## src/rtl/core/hrls_pkg.sv

```systemverilog
`timescale 1ns / 1ps
// ----------------------------------------------------------------------------
// hrls_pkg
// Shared types, codes, the microcode table and character helpers of the
// hex record loader sender.
// ----------------------------------------------------------------------------
package hrls_pkg;

  // item operation codes
  localparam logic [1:0] OP_BEGIN = 2'd0;
  localparam logic [1:0] OP_DATA  = 2'd1;
  localparam logic [1:0] OP_JUMP  = 2'd2;
  localparam logic [1:0] OP_REPLY = 2'd3;

  // status codes
  localparam logic [2:0] ST_NONE  = 3'd0;
  localparam logic [2:0] ST_OK    = 3'd1;
  localparam logic [2:0] ST_RETRY = 3'd2;
  localparam logic [2:0] ST_FAIL  = 3'd3;
  localparam logic [2:0] ST_UNEXP = 3'd4;

  // link characters
  localparam logic [7:0] CHAR_W = 8'h57;
  localparam logic [7:0] CHAR_J = 8'h4a;
  localparam logic [7:0] CHAR_O = 8'h4f;

  localparam logic [3:0] MAX_TRIES_RST = 4'd10;

  // microcode entry points
  localparam logic [3:0] PC_REC  = 4'd0;
  localparam logic [3:0] PC_JMP  = 4'd6;
  localparam logic [3:0] PC_STAT = 4'd10;

  // character source of one step
  typedef enum logic [2:0] {
    SRC_NONE  = 3'd0,
    SRC_W     = 3'd1,
    SRC_J     = 3'd2,
    SRC_ADDR  = 3'd3,
    SRC_LEN   = 3'd4,
    SRC_BUF   = 3'd5,
    SRC_CSUM  = 3'd6,
    SRC_STACK = 3'd7
  } hrls_src_t;

  // sequencing condition applied when a step has finished its digits
  typedef enum logic [1:0] {
    C_NEXT = 2'd0,
    C_ZCNT = 2'd1,
    C_MORE = 2'd2,
    C_END  = 2'd3
  } hrls_cond_t;

  typedef struct packed {
    logic       emit;
    hrls_src_t  src;
    logic [2:0] ndig;
    logic       last;
    hrls_cond_t cond;
    logic [3:0] tgt;
  } hrls_uword_t;

  // program start request from the decoder
  typedef struct packed {
    logic       go;
    logic [3:0] pc;
  } hrls_start_t;

  // per-cycle datapath control from the sequencer
  typedef struct packed {
    logic       fire;
    hrls_src_t  src;
    logic [2:0] dig;
    logic       last;
  } hrls_ctl_t;

  function automatic hrls_uword_t ucode(input logic [3:0] pc);
    hrls_uword_t uw;
    uw = '{emit: 1'b0, src: SRC_NONE, ndig: 3'd0, last: 1'b0, cond: C_END, tgt: 4'd0};
    unique case (pc)
      // write record
      4'd0:  uw = '{1'b1, SRC_W,     3'd0, 1'b0, C_NEXT, 4'd0};
      4'd1:  uw = '{1'b1, SRC_ADDR,  3'd7, 1'b0, C_NEXT, 4'd0};
      4'd2:  uw = '{1'b1, SRC_LEN,   3'd3, 1'b0, C_NEXT, 4'd0};
      4'd3:  uw = '{1'b0, SRC_NONE,  3'd0, 1'b0, C_ZCNT, 4'd5};
      4'd4:  uw = '{1'b1, SRC_BUF,   3'd1, 1'b0, C_MORE, 4'd0};
      4'd5:  uw = '{1'b1, SRC_CSUM,  3'd1, 1'b1, C_END,  4'd0};
      // jump command
      4'd6:  uw = '{1'b1, SRC_J,     3'd0, 1'b0, C_NEXT, 4'd0};
      4'd7:  uw = '{1'b1, SRC_ADDR,  3'd7, 1'b0, C_NEXT, 4'd0};
      4'd8:  uw = '{1'b1, SRC_STACK, 3'd7, 1'b0, C_NEXT, 4'd0};
      4'd9:  uw = '{1'b1, SRC_CSUM,  3'd1, 1'b1, C_END,  4'd0};
      // status only
      4'd10: uw = '{1'b1, SRC_NONE,  3'd0, 1'b1, C_END,  4'd0};
      default: uw = '{1'b0, SRC_NONE, 3'd0, 1'b0, C_END, 4'd0};
    endcase
    return uw;
  endfunction

  function automatic logic [7:0] hex_char(input logic [3:0] nib);
    logic [7:0] c;
    c = 8'h30;
    unique case (nib)
      4'h0: c = 8'h30;
      4'h1: c = 8'h31;
      4'h2: c = 8'h32;
      4'h3: c = 8'h33;
      4'h4: c = 8'h34;
      4'h5: c = 8'h35;
      4'h6: c = 8'h36;
      4'h7: c = 8'h37;
      4'h8: c = 8'h38;
      4'h9: c = 8'h39;
      4'ha: c = 8'h61;
      4'hb: c = 8'h62;
      4'hc: c = 8'h63;
      4'hd: c = 8'h64;
      4'he: c = 8'h65;
      4'hf: c = 8'h66;
    endcase
    return c;
  endfunction

  function automatic logic [7:0] xor_bytes(input logic [31:0] v);
    return v[31:24] ^ v[23:16] ^ v[15:8] ^ v[7:0];
  endfunction

endpackage

```

## src/rtl/core/hrls_sequencer.sv

```systemverilog
`timescale 1ns / 1ps
// ----------------------------------------------------------------------------
// hrls_sequencer
// Step counter, digit counter and byte counter walking the microcode table.
// ----------------------------------------------------------------------------
module hrls_sequencer #(
  parameter int BI_W = 4
) (
  input  logic                 clk,
  input  logic                 rst_n,
  input  hrls_pkg::hrls_start_t start,
  input  logic [4:0]           cnt,
  input  logic                 out_free,
  output logic                 busy,
  output logic [BI_W-1:0]      bi,
  output hrls_pkg::hrls_ctl_t  ctl
);

  logic              busy_r, busy_nxt;
  logic [3:0]        pc_r, pc_nxt;
  logic [2:0]        dig_r, dig_nxt;
  logic [BI_W-1:0]   bi_r, bi_nxt;
  hrls_pkg::hrls_uword_t uw, uw_n;
  logic              step_go;
  logic              more;
  logic [3:0]        npc;

  assign uw      = hrls_pkg::ucode(pc_r);
  assign step_go = busy_r && (!uw.emit || out_free);
  assign more    = (5'(bi_r) + 5'd1) < cnt;

  always_comb begin
    npc = pc_r + 4'd1;
    priority if (uw.cond == hrls_pkg::C_ZCNT && cnt == 5'd0) begin
      npc = uw.tgt;
    end else if (uw.cond == hrls_pkg::C_MORE && more) begin
      npc = pc_r;
    end
  end

  assign uw_n = hrls_pkg::ucode(start.go ? start.pc : npc);

  always_comb begin
    busy_nxt = busy_r;
    pc_nxt   = pc_r;
    dig_nxt  = dig_r;
    bi_nxt   = bi_r;
    if (start.go) begin
      busy_nxt = 1'b1;
      pc_nxt   = start.pc;
      dig_nxt  = uw_n.ndig;
    end else if (step_go) begin
      if (uw.emit && dig_r != 3'd0) begin
        dig_nxt = dig_r - 3'd1;
      end else begin
        unique case (uw.cond)
          hrls_pkg::C_END: begin
            busy_nxt = 1'b0;
          end
          hrls_pkg::C_ZCNT: begin
            bi_nxt  = '0;
            pc_nxt  = npc;
            dig_nxt = uw_n.ndig;
          end
          hrls_pkg::C_MORE: begin
            if (more) begin
              bi_nxt = bi_r + BI_W'(1);
            end
            pc_nxt  = npc;
            dig_nxt = uw_n.ndig;
          end
          hrls_pkg::C_NEXT: begin
            pc_nxt  = npc;
            dig_nxt = uw_n.ndig;
          end
        endcase
      end
    end
  end

  always_ff @(posedge clk) begin
    if (!rst_n) begin
      busy_r <= 1'b0;
      pc_r   <= 4'd0;
      dig_r  <= 3'd0;
      bi_r   <= '0;
    end else begin
      busy_r <= busy_nxt;
      pc_r   <= pc_nxt;
      dig_r  <= dig_nxt;
      bi_r   <= bi_nxt;
    end
  end

  assign busy     = busy_r;
  assign bi       = bi_r;
  assign ctl.fire = step_go && uw.emit;
  assign ctl.src  = uw.src;
  assign ctl.dig  = dig_r;
  assign ctl.last = uw.last && dig_r == 3'd0;

endmodule

```

## src/rtl/core/hex_record_loader_sender_unit.sv

```systemverilog
`timescale 1ns / 1ps
// ----------------------------------------------------------------------------
// hex_record_loader_sender_unit
// Sender side of a serial loader link: formats write records and jump
// commands as lowercase hex text, tracks replies and retransmits records.
// ----------------------------------------------------------------------------
//  channel  | direction | handshake         | contents
//  in_*     | input     | in_valid/in_stall | op, address, length, data, stack, reply
//  out_*    | output    | out_valid/out_stall | has_char, link_char, status, last
//  cfg_*    | input     | cfg_valid/cfg_ready | max_tries
//
//  an item is decoded in the cycle it is accepted; its results then come
//  from a microcoded sequencer, one per cycle while the output is free
//  (a write record of n bytes gives 15 + 2n results plus one step without a result)
//  in_stall is high while the sequencer runs a program
//  a stalled output holds the sequencer on its current step
//  reset (synchronous, rst_n low) returns to idle with max_tries of ten
// ----------------------------------------------------------------------------
module hex_record_loader_sender_unit #(
  parameter int MAX_RECORD = 16
) (
  input  logic        clk,
  input  logic        rst_n,
  // item input
  input  logic        in_valid,
  output logic        in_stall,
  input  logic [1:0]  in_op,
  input  logic [31:0] in_address,
  input  logic [4:0]  in_record_length,
  input  logic [7:0]  in_data_byte,
  input  logic [31:0] in_stack_value,
  input  logic [7:0]  in_reply_byte,
  // result output
  output logic        out_valid,
  input  logic        out_stall,
  output logic        out_has_char,
  output logic [7:0]  out_link_char,
  output logic [2:0]  out_status,
  output logic        out_last,
  // configuration
  input  logic        cfg_valid,
  output logic        cfg_ready,
  input  logic [3:0]  cfg_max_tries
);

  localparam int BI_W = (MAX_RECORD > 1) ? $clog2(MAX_RECORD) : 1;
  localparam logic [4:0] MAX_LEN = 5'(MAX_RECORD);

  // one-hot exchange phase
  typedef enum logic [3:0] {
    PH_IDLE       = 4'b0001,
    PH_COLLECT    = 4'b0010,
    PH_WAIT_WRITE = 4'b0100,
    PH_WAIT_JUMP  = 4'b1000
  } phase_t;

  phase_t      phase_r, phase_nxt;
  logic [3:0]  max_tries_r;
  logic [3:0]  tries_r, tries_nxt;
  logic [4:0]  cnt_r, cnt_nxt;
  logic [4:0]  rcv_r, rcv_nxt;
  logic [31:0] addr_r;
  logic [31:0] stk_r;
  logic [7:0]  cks_r, cks_nxt;
  logic [2:0]  st_r, st_nxt;
  logic [7:0]  buf_r [MAX_RECORD];

  logic        in_acc;
  logic        busy;
  logic [BI_W-1:0] bi;
  hrls_pkg::hrls_start_t start;
  hrls_pkg::hrls_ctl_t   ctl;

  logic [4:0]  len_sat;
  logic [4:0]  rcv_inc;
  logic        load_addr;
  logic        buf_we;

  // output register
  logic        ov_r;
  logic        has_r;
  logic [7:0]  char_r;
  logic [2:0]  ost_r;
  logic        last_r;
  logic        out_free;
  logic [31:0] word;
  logic [3:0]  nib;
  logic [7:0]  char_sel;

  assign in_stall  = busy;
  assign in_acc    = in_valid && !busy;
  assign cfg_ready = 1'b1;

  assign len_sat = (in_record_length > MAX_LEN) ? MAX_LEN : in_record_length;
  assign rcv_inc = rcv_r + 5'd1;

  // item decode: updates exchange state and picks the program to run
  always_comb begin
    phase_nxt = phase_r;
    tries_nxt = tries_r;
    cnt_nxt   = cnt_r;
    rcv_nxt   = rcv_r;
    cks_nxt   = cks_r;
    st_nxt    = st_r;
    load_addr = 1'b0;
    buf_we    = 1'b0;
    start     = '{go: 1'b0, pc: hrls_pkg::PC_STAT};
    if (in_acc) begin
      priority if (in_op == hrls_pkg::OP_BEGIN && phase_r == PH_IDLE) begin
        load_addr = 1'b1;
        cnt_nxt   = len_sat;
        rcv_nxt   = 5'd0;
        cks_nxt   = hrls_pkg::xor_bytes(in_address);
        if (len_sat == 5'd0) begin
          // empty record goes out at once
          tries_nxt = 4'd1;
          st_nxt    = hrls_pkg::ST_NONE;
          start     = '{go: 1'b1, pc: hrls_pkg::PC_REC};
          phase_nxt = PH_WAIT_WRITE;
        end else begin
          tries_nxt = 4'd0;
          phase_nxt = PH_COLLECT;
        end
      end else if (in_op == hrls_pkg::OP_DATA && phase_r == PH_COLLECT) begin
        buf_we  = rcv_r < MAX_LEN;
        cks_nxt = cks_r ^ in_data_byte;
        rcv_nxt = rcv_inc;
        if (rcv_inc >= cnt_r) begin
          tries_nxt = tries_r + 4'd1;
          st_nxt    = hrls_pkg::ST_NONE;
          start     = '{go: 1'b1, pc: hrls_pkg::PC_REC};
          phase_nxt = PH_WAIT_WRITE;
        end
      end else if (in_op == hrls_pkg::OP_JUMP && phase_r == PH_IDLE) begin
        load_addr = 1'b1;
        cks_nxt   = hrls_pkg::xor_bytes(in_address) ^ hrls_pkg::xor_bytes(in_stack_value);
        st_nxt    = hrls_pkg::ST_NONE;
        start     = '{go: 1'b1, pc: hrls_pkg::PC_JMP};
        phase_nxt = PH_WAIT_JUMP;
      end else if (in_op == hrls_pkg::OP_REPLY && phase_r == PH_WAIT_WRITE) begin
        if (in_reply_byte == hrls_pkg::CHAR_O) begin
          st_nxt    = hrls_pkg::ST_OK;
          start     = '{go: 1'b1, pc: hrls_pkg::PC_STAT};
          phase_nxt = PH_IDLE;
        end else if (tries_r < max_tries_r) begin
          // resend the buffered record
          tries_nxt = tries_r + 4'd1;
          st_nxt    = hrls_pkg::ST_RETRY;
          start     = '{go: 1'b1, pc: hrls_pkg::PC_REC};
        end else begin
          st_nxt    = hrls_pkg::ST_FAIL;
          start     = '{go: 1'b1, pc: hrls_pkg::PC_STAT};
          phase_nxt = PH_IDLE;
        end
      end else if (in_op == hrls_pkg::OP_REPLY && phase_r == PH_WAIT_JUMP) begin
        st_nxt    = (in_reply_byte == hrls_pkg::CHAR_O) ? hrls_pkg::ST_OK : hrls_pkg::ST_FAIL;
        start     = '{go: 1'b1, pc: hrls_pkg::PC_STAT};
        phase_nxt = PH_IDLE;
      end else begin
        // item not expected in this phase: report and leave state alone
        st_nxt = hrls_pkg::ST_UNEXP;
        start  = '{go: 1'b1, pc: hrls_pkg::PC_STAT};
      end
    end
  end

  always_ff @(posedge clk) begin
    if (!rst_n) begin
      phase_r     <= PH_IDLE;
      max_tries_r <= hrls_pkg::MAX_TRIES_RST;
      tries_r     <= 4'd0;
      cnt_r       <= 5'd0;
      rcv_r       <= 5'd0;
      cks_r       <= 8'd0;
      st_r        <= hrls_pkg::ST_NONE;
    end else begin
      phase_r <= phase_nxt;
      tries_r <= tries_nxt;
      cnt_r   <= cnt_nxt;
      rcv_r   <= rcv_nxt;
      cks_r   <= cks_nxt;
      st_r    <= st_nxt;
      if (cfg_valid && cfg_ready) begin
        max_tries_r <= cfg_max_tries;
      end
    end
  end

  // payload registers and record buffer
  always_ff @(posedge clk) begin
    if (load_addr) begin
      addr_r <= in_address;
      stk_r  <= in_stack_value;
    end
    if (buf_we) begin
      buf_r[rcv_r[BI_W-1:0]] <= in_data_byte;
    end
  end

  hrls_sequencer #(
    .BI_W (BI_W)
  ) u_seq (
    .clk      (clk),
    .rst_n    (rst_n),
    .start    (start),
    .cnt      (cnt_r),
    .out_free (out_free),
    .busy     (busy),
    .bi       (bi),
    .ctl      (ctl)
  );

  // character datapath: pick a word, then one nibble of it
  always_comb begin
    unique case (ctl.src)
      hrls_pkg::SRC_ADDR:  word = addr_r;
      hrls_pkg::SRC_STACK: word = stk_r;
      hrls_pkg::SRC_LEN:   word = {27'd0, cnt_r};
      hrls_pkg::SRC_BUF:   word = {24'd0, buf_r[bi]};
      hrls_pkg::SRC_CSUM:  word = {24'd0, cks_r};
      hrls_pkg::SRC_NONE,
      hrls_pkg::SRC_W,
      hrls_pkg::SRC_J:     word = 32'd0;
    endcase
  end

  assign nib = word[{ctl.dig, 2'b00} +: 4];

  always_comb begin
    unique case (ctl.src)
      hrls_pkg::SRC_NONE: char_sel = 8'd0;
      hrls_pkg::SRC_W:    char_sel = hrls_pkg::CHAR_W;
      hrls_pkg::SRC_J:    char_sel = hrls_pkg::CHAR_J;
      hrls_pkg::SRC_ADDR,
      hrls_pkg::SRC_LEN,
      hrls_pkg::SRC_BUF,
      hrls_pkg::SRC_CSUM,
      hrls_pkg::SRC_STACK: char_sel = hrls_pkg::hex_char(nib);
    endcase
  end

  assign out_free = !ov_r || !out_stall;

  always_ff @(posedge clk) begin
    if (!rst_n) begin
      ov_r <= 1'b0;
    end else if (ctl.fire) begin
      ov_r <= 1'b1;
    end else if (!out_stall) begin
      ov_r <= 1'b0;
    end
  end

  always_ff @(posedge clk) begin
    if (ctl.fire) begin
      has_r  <= ctl.src != hrls_pkg::SRC_NONE;
      char_r <= char_sel;
      ost_r  <= st_r;
      last_r <= ctl.last;
    end
  end

  assign out_valid     = ov_r;
  assign out_has_char  = has_r;
  assign out_link_char = char_r;
  assign out_status    = ost_r;
  assign out_last      = last_r;

endmodule

```

## config.mk

```make
export PLATFORM = sky130hd
export DESIGN_NAME = hex_record_loader_sender_unit
export DESIGN_NICKNAME = d
export VERILOG_FILES = /design/src/rtl/core/hrls_pkg.sv /design/src/rtl/core/hrls_sequencer.sv /design/src/rtl/core/hex_record_loader_sender_unit.sv
export SDC_FILE = /design/constraint.sdc
export NUM_CORES = 1
export LEC_CHECK = 0
export ABC_CLOCK_PERIOD_IN_PS = 3900
export BUFFER_PORTS_ARGS = -buffer_cell sky130_fd_sc_hd__buf_2
export CORE_MARGIN = 2
export CORE_UTILIZATION = 60
export DETAILED_ROUTE_END_ITERATION = 12
export HOLD_SLACK_MARGIN = 0.08
export MAX_ROUTING_LAYER = met4
export PLACE_DENSITY = 0.87
export SYNTH_ARGS = -nofsm -noshare
export SYNTH_HDL_FRONTEND = slang
export SYNTH_SLANG_ARGS = --single-unit
```

## constraint.sdc

```tcl
create_clock -name clk -period 3.9 [get_ports clk]
set_clock_uncertainty 0.1 [all_clocks]
set_input_delay 0.78 -clock clk [delete_from_list [all_inputs] [get_ports clk]]
set_output_delay 0.78 -clock clk [all_outputs]
set_load 0.02 [all_outputs]
```

==> results.cfg <==
[status]
status = complete, no violations

[cts]
cts_tree = built
clock_sinks = 262
numCtsBuffers = 28
cts_htree_levels = 1
post-cts-setup-buffer-count = 0
cts_root_buf = clkbuf_16
clk_latency_ns = 0.54
clock_path_buffers = 3
path_clk_slew_ns = 0.06

[global_routing]
use_met2_pct = 48.2
grt_pass1_vias = 8420
use_met1_pct = 35.4
grt_max_degree = 65
grt.total_usage_pct = 28.8
globalRouteMet3Util_pct = 4.53
antenna_found_initial = 0
grt_pass1_wl_mm = 45.8
grt-ovfl-total = 0
gr-max-usage-layer = met2

[min_path]
whs_path_depth = 0
hold_path_end = out_status[2]
hold_start = st_r[2]
hp-class = flip-flop to flip-flop

[floorplanning]
io_pins = 112
die_height_um = 147
row_count = 52
die_area_um2 = 21500
die_w_um = 147
core_area_um2 = 20100
start_util_pct = 60.8

[sta]
tightestPinTransition_ns = 0.857
slew_headroom_pct = 42.9
fin_crit_sh_pct = 91.8
finalSetupViolCount = 0
fmax_mhz = 279
worst_slack_ns = 0.322
rsz0062_at_grt = false
hold_viol = 0
slew_violations = 0
setup_tns_ns = 0
fin_crit_ns = 3.58

[yosys]
ys.flop_type = edfxtp_1
synth-edff-count = 204
yosysTopAreaCellShare_pct = 50.1
synth.area.top_cells = edfxtp_1 (50%), dfxtp_1 (9.5%), mux4_2 (5.2%)
synthArstFlopShare_pct = 0
synth.distinct_cells = 67
netlist_area_um2 = 12200
yosys_warnings = 0
yosysTopAreaCell = edfxtp_1
syn_area_per_cell_um2 = 13.2
syn_inst = 924
syn_nets = 1048
synth-seq-area-share_pct = 59.6
ys_seq_elements = 262

[power_and_ir_drop]
swShare_pct = 27.7
pwr-share-clk_pct = 35.6
p_int_mw = 5.32
p_leak_nw = 5.09
power_switching_mw = 2.03
pwr_density_cell_nw_per_um2 = 521
p_seq_share_pct = 44.3
p_total_mw = 7.35
ir_worst_vdd_mv = 0.337
power_frac_comb_pct = 20.1

[setup_path]
crit_top_cell = ha_1
required_ns = 4.23
crit_type = flip-flop to flip-flop
rr_worst_depth = 12
reg2reg_slack_ns = 0.32
cp-end-kind = flip-flop
critPathLaunchType = flip-flop
crit-reg2reg-launch = rcv_r[0]
worstPathMaxFanout = 11
crit_slowest_cell = o221ai_1
r2r_end = u_seq.uw[6]
critPathArrivalTime_ns = 3.91
critical_path.cell_chain = ha_1 > nand3_1 > xnor2_1 > ha_1 > a21oi_1 > nand4_1 > a31oi_2 > nor2_1 > a211oi_1 > o221ai_1 > and3_1 > a21o_1
crit_path_max_incr_delay_ns = 0.48

[drt]
wl_per_cell_um = 22.4
viasPerCell = 6.24
detail-route-antenna-nets = 0
drt-pass1-iter-count = 5
drc = 0
vias = 8415
drt-total-wl_mm = 30.1
drt_iter0_markers = 859

[cells_and_area]
final_area_um2 = 14100
layout.nets = 1183
area_delta_synth_final_pct = 15.4
drive_gt1_share_pct = 22.2
final_util_pct = 70.2
antenna_cells = 0

[place]
place_area_um2 = 13200
dpl.hpwl_mm = 20.5
port_buffers = 109
gp_congestion = 0.910
post-place-ws_ns = 0.222

[run]
drv_cap = 0
-- routing by layer --
layer	vias up	wire, µm
li1	3775	-
met1	4063	11200
met2	469	15200
met3	108	2490
met4	0	1300
met5	-	0
-- power groups by stage --
stage                     registers [mW]  logic, mW  clock network (mW)
after floorplan                     3.29       1.01                   0
after global placement              3.30       1.38                   0
after detailed placement            3.31       1.42                   0
after CTS                           3.25       1.45                2.63
after global routing                3.27       1.60                2.73
final                               3.26       1.48                2.61
-- timing repair --
action,4_1_cts,5_1_grt
hold buffers,0,0
endpoints found under the setup margin,0,3
gates resized for setup,0,3
-- cell usage in the layout, fill, tap and decap left out, drive strengths merged, types with 7 or more instances in the layout --
| cell type | count |
|---|---|
| mux2 | 14 |
| inv | 28 |
| mux4 | 41 |
| o21a | 7 |
| o21ai | 46 |
| xnor2 | 45 |
| a22o | 7 |
| clkbuf | 38 |
| ha | 28 |
| nand2b | 21 |
| nor3 | 22 |
| and2 | 19 |
| edfxtp | 204 |
| xor2 | 21 |
| a21oi | 39 |
| o211ai | 15 |
| nand2 | 65 |
| nand3 | 18 |
| a211oi | 7 |
| nor2b | 8 |
| nor2 | 70 |
| mux2i | 15 |
| dfxtp | 58 |
| buf | 144 |
-- kinds of logic after synthesis --
kind of cell / after synthesis / share of synthesized area [%]
compound gates: 170 / 9.23
xor+xnor: 66 / 4.73
fa+ha+maj: 28 / 2.87
buf+inv: 67 / 2.42
flops: 262 / 59.6
mux: 70 / 10.5
other cells: 2 / 0.0614
simple gates: 259 / 10.6
-- cells in the mapped netlist, types with 5 or more instances --
| library cell | number |
|---|---|
| edfxtp_1 | 204 |
| nor2_1 | 70 |
| nand2_1 | 65 |
| dfxtp_1 | 58 |
| xnor2_1 | 45 |
| a21oi_1 | 39 |
| o21ai_0 | 39 |
| ha_1 | 28 |
| mux4_2 | 28 |
| inv_1 | 26 |
| clkbuf_1 | 23 |
| nand2b_1 | 21 |
| xor2_1 | 21 |
| nor3_1 | 20 |
| and2_1 | 18 |
| nand3_1 | 18 |
| mux2i_1 | 15 |
| o211ai_1 | 15 |
| mux2_2 | 14 |
| mux4_1 | 13 |
| buf_2 | 10 |
| nor2b_1 | 8 |
| a211oi_1 | 7 |
| a22o_1 | 7 |
| o21a_1 | 7 |
| and3_1 | 6 |
| nor3b_1 | 6 |
| o21ai_1 | 6 |
| or4_1 | 6 |
| a22oi_1 | 5 |
| a31oi_1 | 5 |
| nand4_1 | 5 |
-- registers in the layout, indices dropped and copies added, names as in the netlist, 5 cells and up, named ones only --
name and count:
addr_r 32, buf_r 128, cks_r 8, cnt_r 5
out_link_char 7, rcv_r 5, stk_r 32, u_seq.uw 8
-- through the flow --
step	hold slack, ns	std cells
2_1_floorplan	0.308	924
3_3_place_gp	0.325	1299
3_5_place_dp	0.320	1299
4_1_cts	0.334	1348
5_1_grt	0.330	1348
6_report	0.338	1348
-- area by class of cell --
type / instances / area [µm²]
clock inverters: 11 / 136
multi-input cells: 595 / 4660
clock buffers: 38 / 769
well taps: 270 / 338
flip-flops and latches: 262 / 7290
repair buffers: 144 / 821
inverters: 28 / 105
fillers: 1285 / 5990
-- worst max path at each step --
| stage | endpoint | slack, ns | startpoint | cells after the start |
|---|---|---|---|---|
| 2_1_floorplan | cnt_r[0] | 0.32 | in_op[0] | 7 |
| 3_3_place_gp | u_seq.dig_r[1] | 0.31 | rcv_r[0] | 15 |
| 3_5_place_dp | u_seq.dig_r[1] | 0.22 | rcv_r[0] | 15 |
| 4_1_cts | u_seq.dig_r[1] | 0.19 | rcv_r[0] | 15 |
| 5_1_grt | u_seq.dig_r[1] | 0.09 | rcv_r[0] | 15 |
| 6_report | u_seq.uw[6] | 0.32 | rcv_r[0] | 12 |
-- critical path: cells and delay by family (launching register included) --
family                     cells  cell delay, ns
AOI/OAI and AO/OA              5            1.43
and+or+nand+nor                4            0.70
adders and majority gates      2            0.58
DFF                            1            0.44
xor gates and xnor gates       1            0.23
Power figures use the tool's default switching activity.
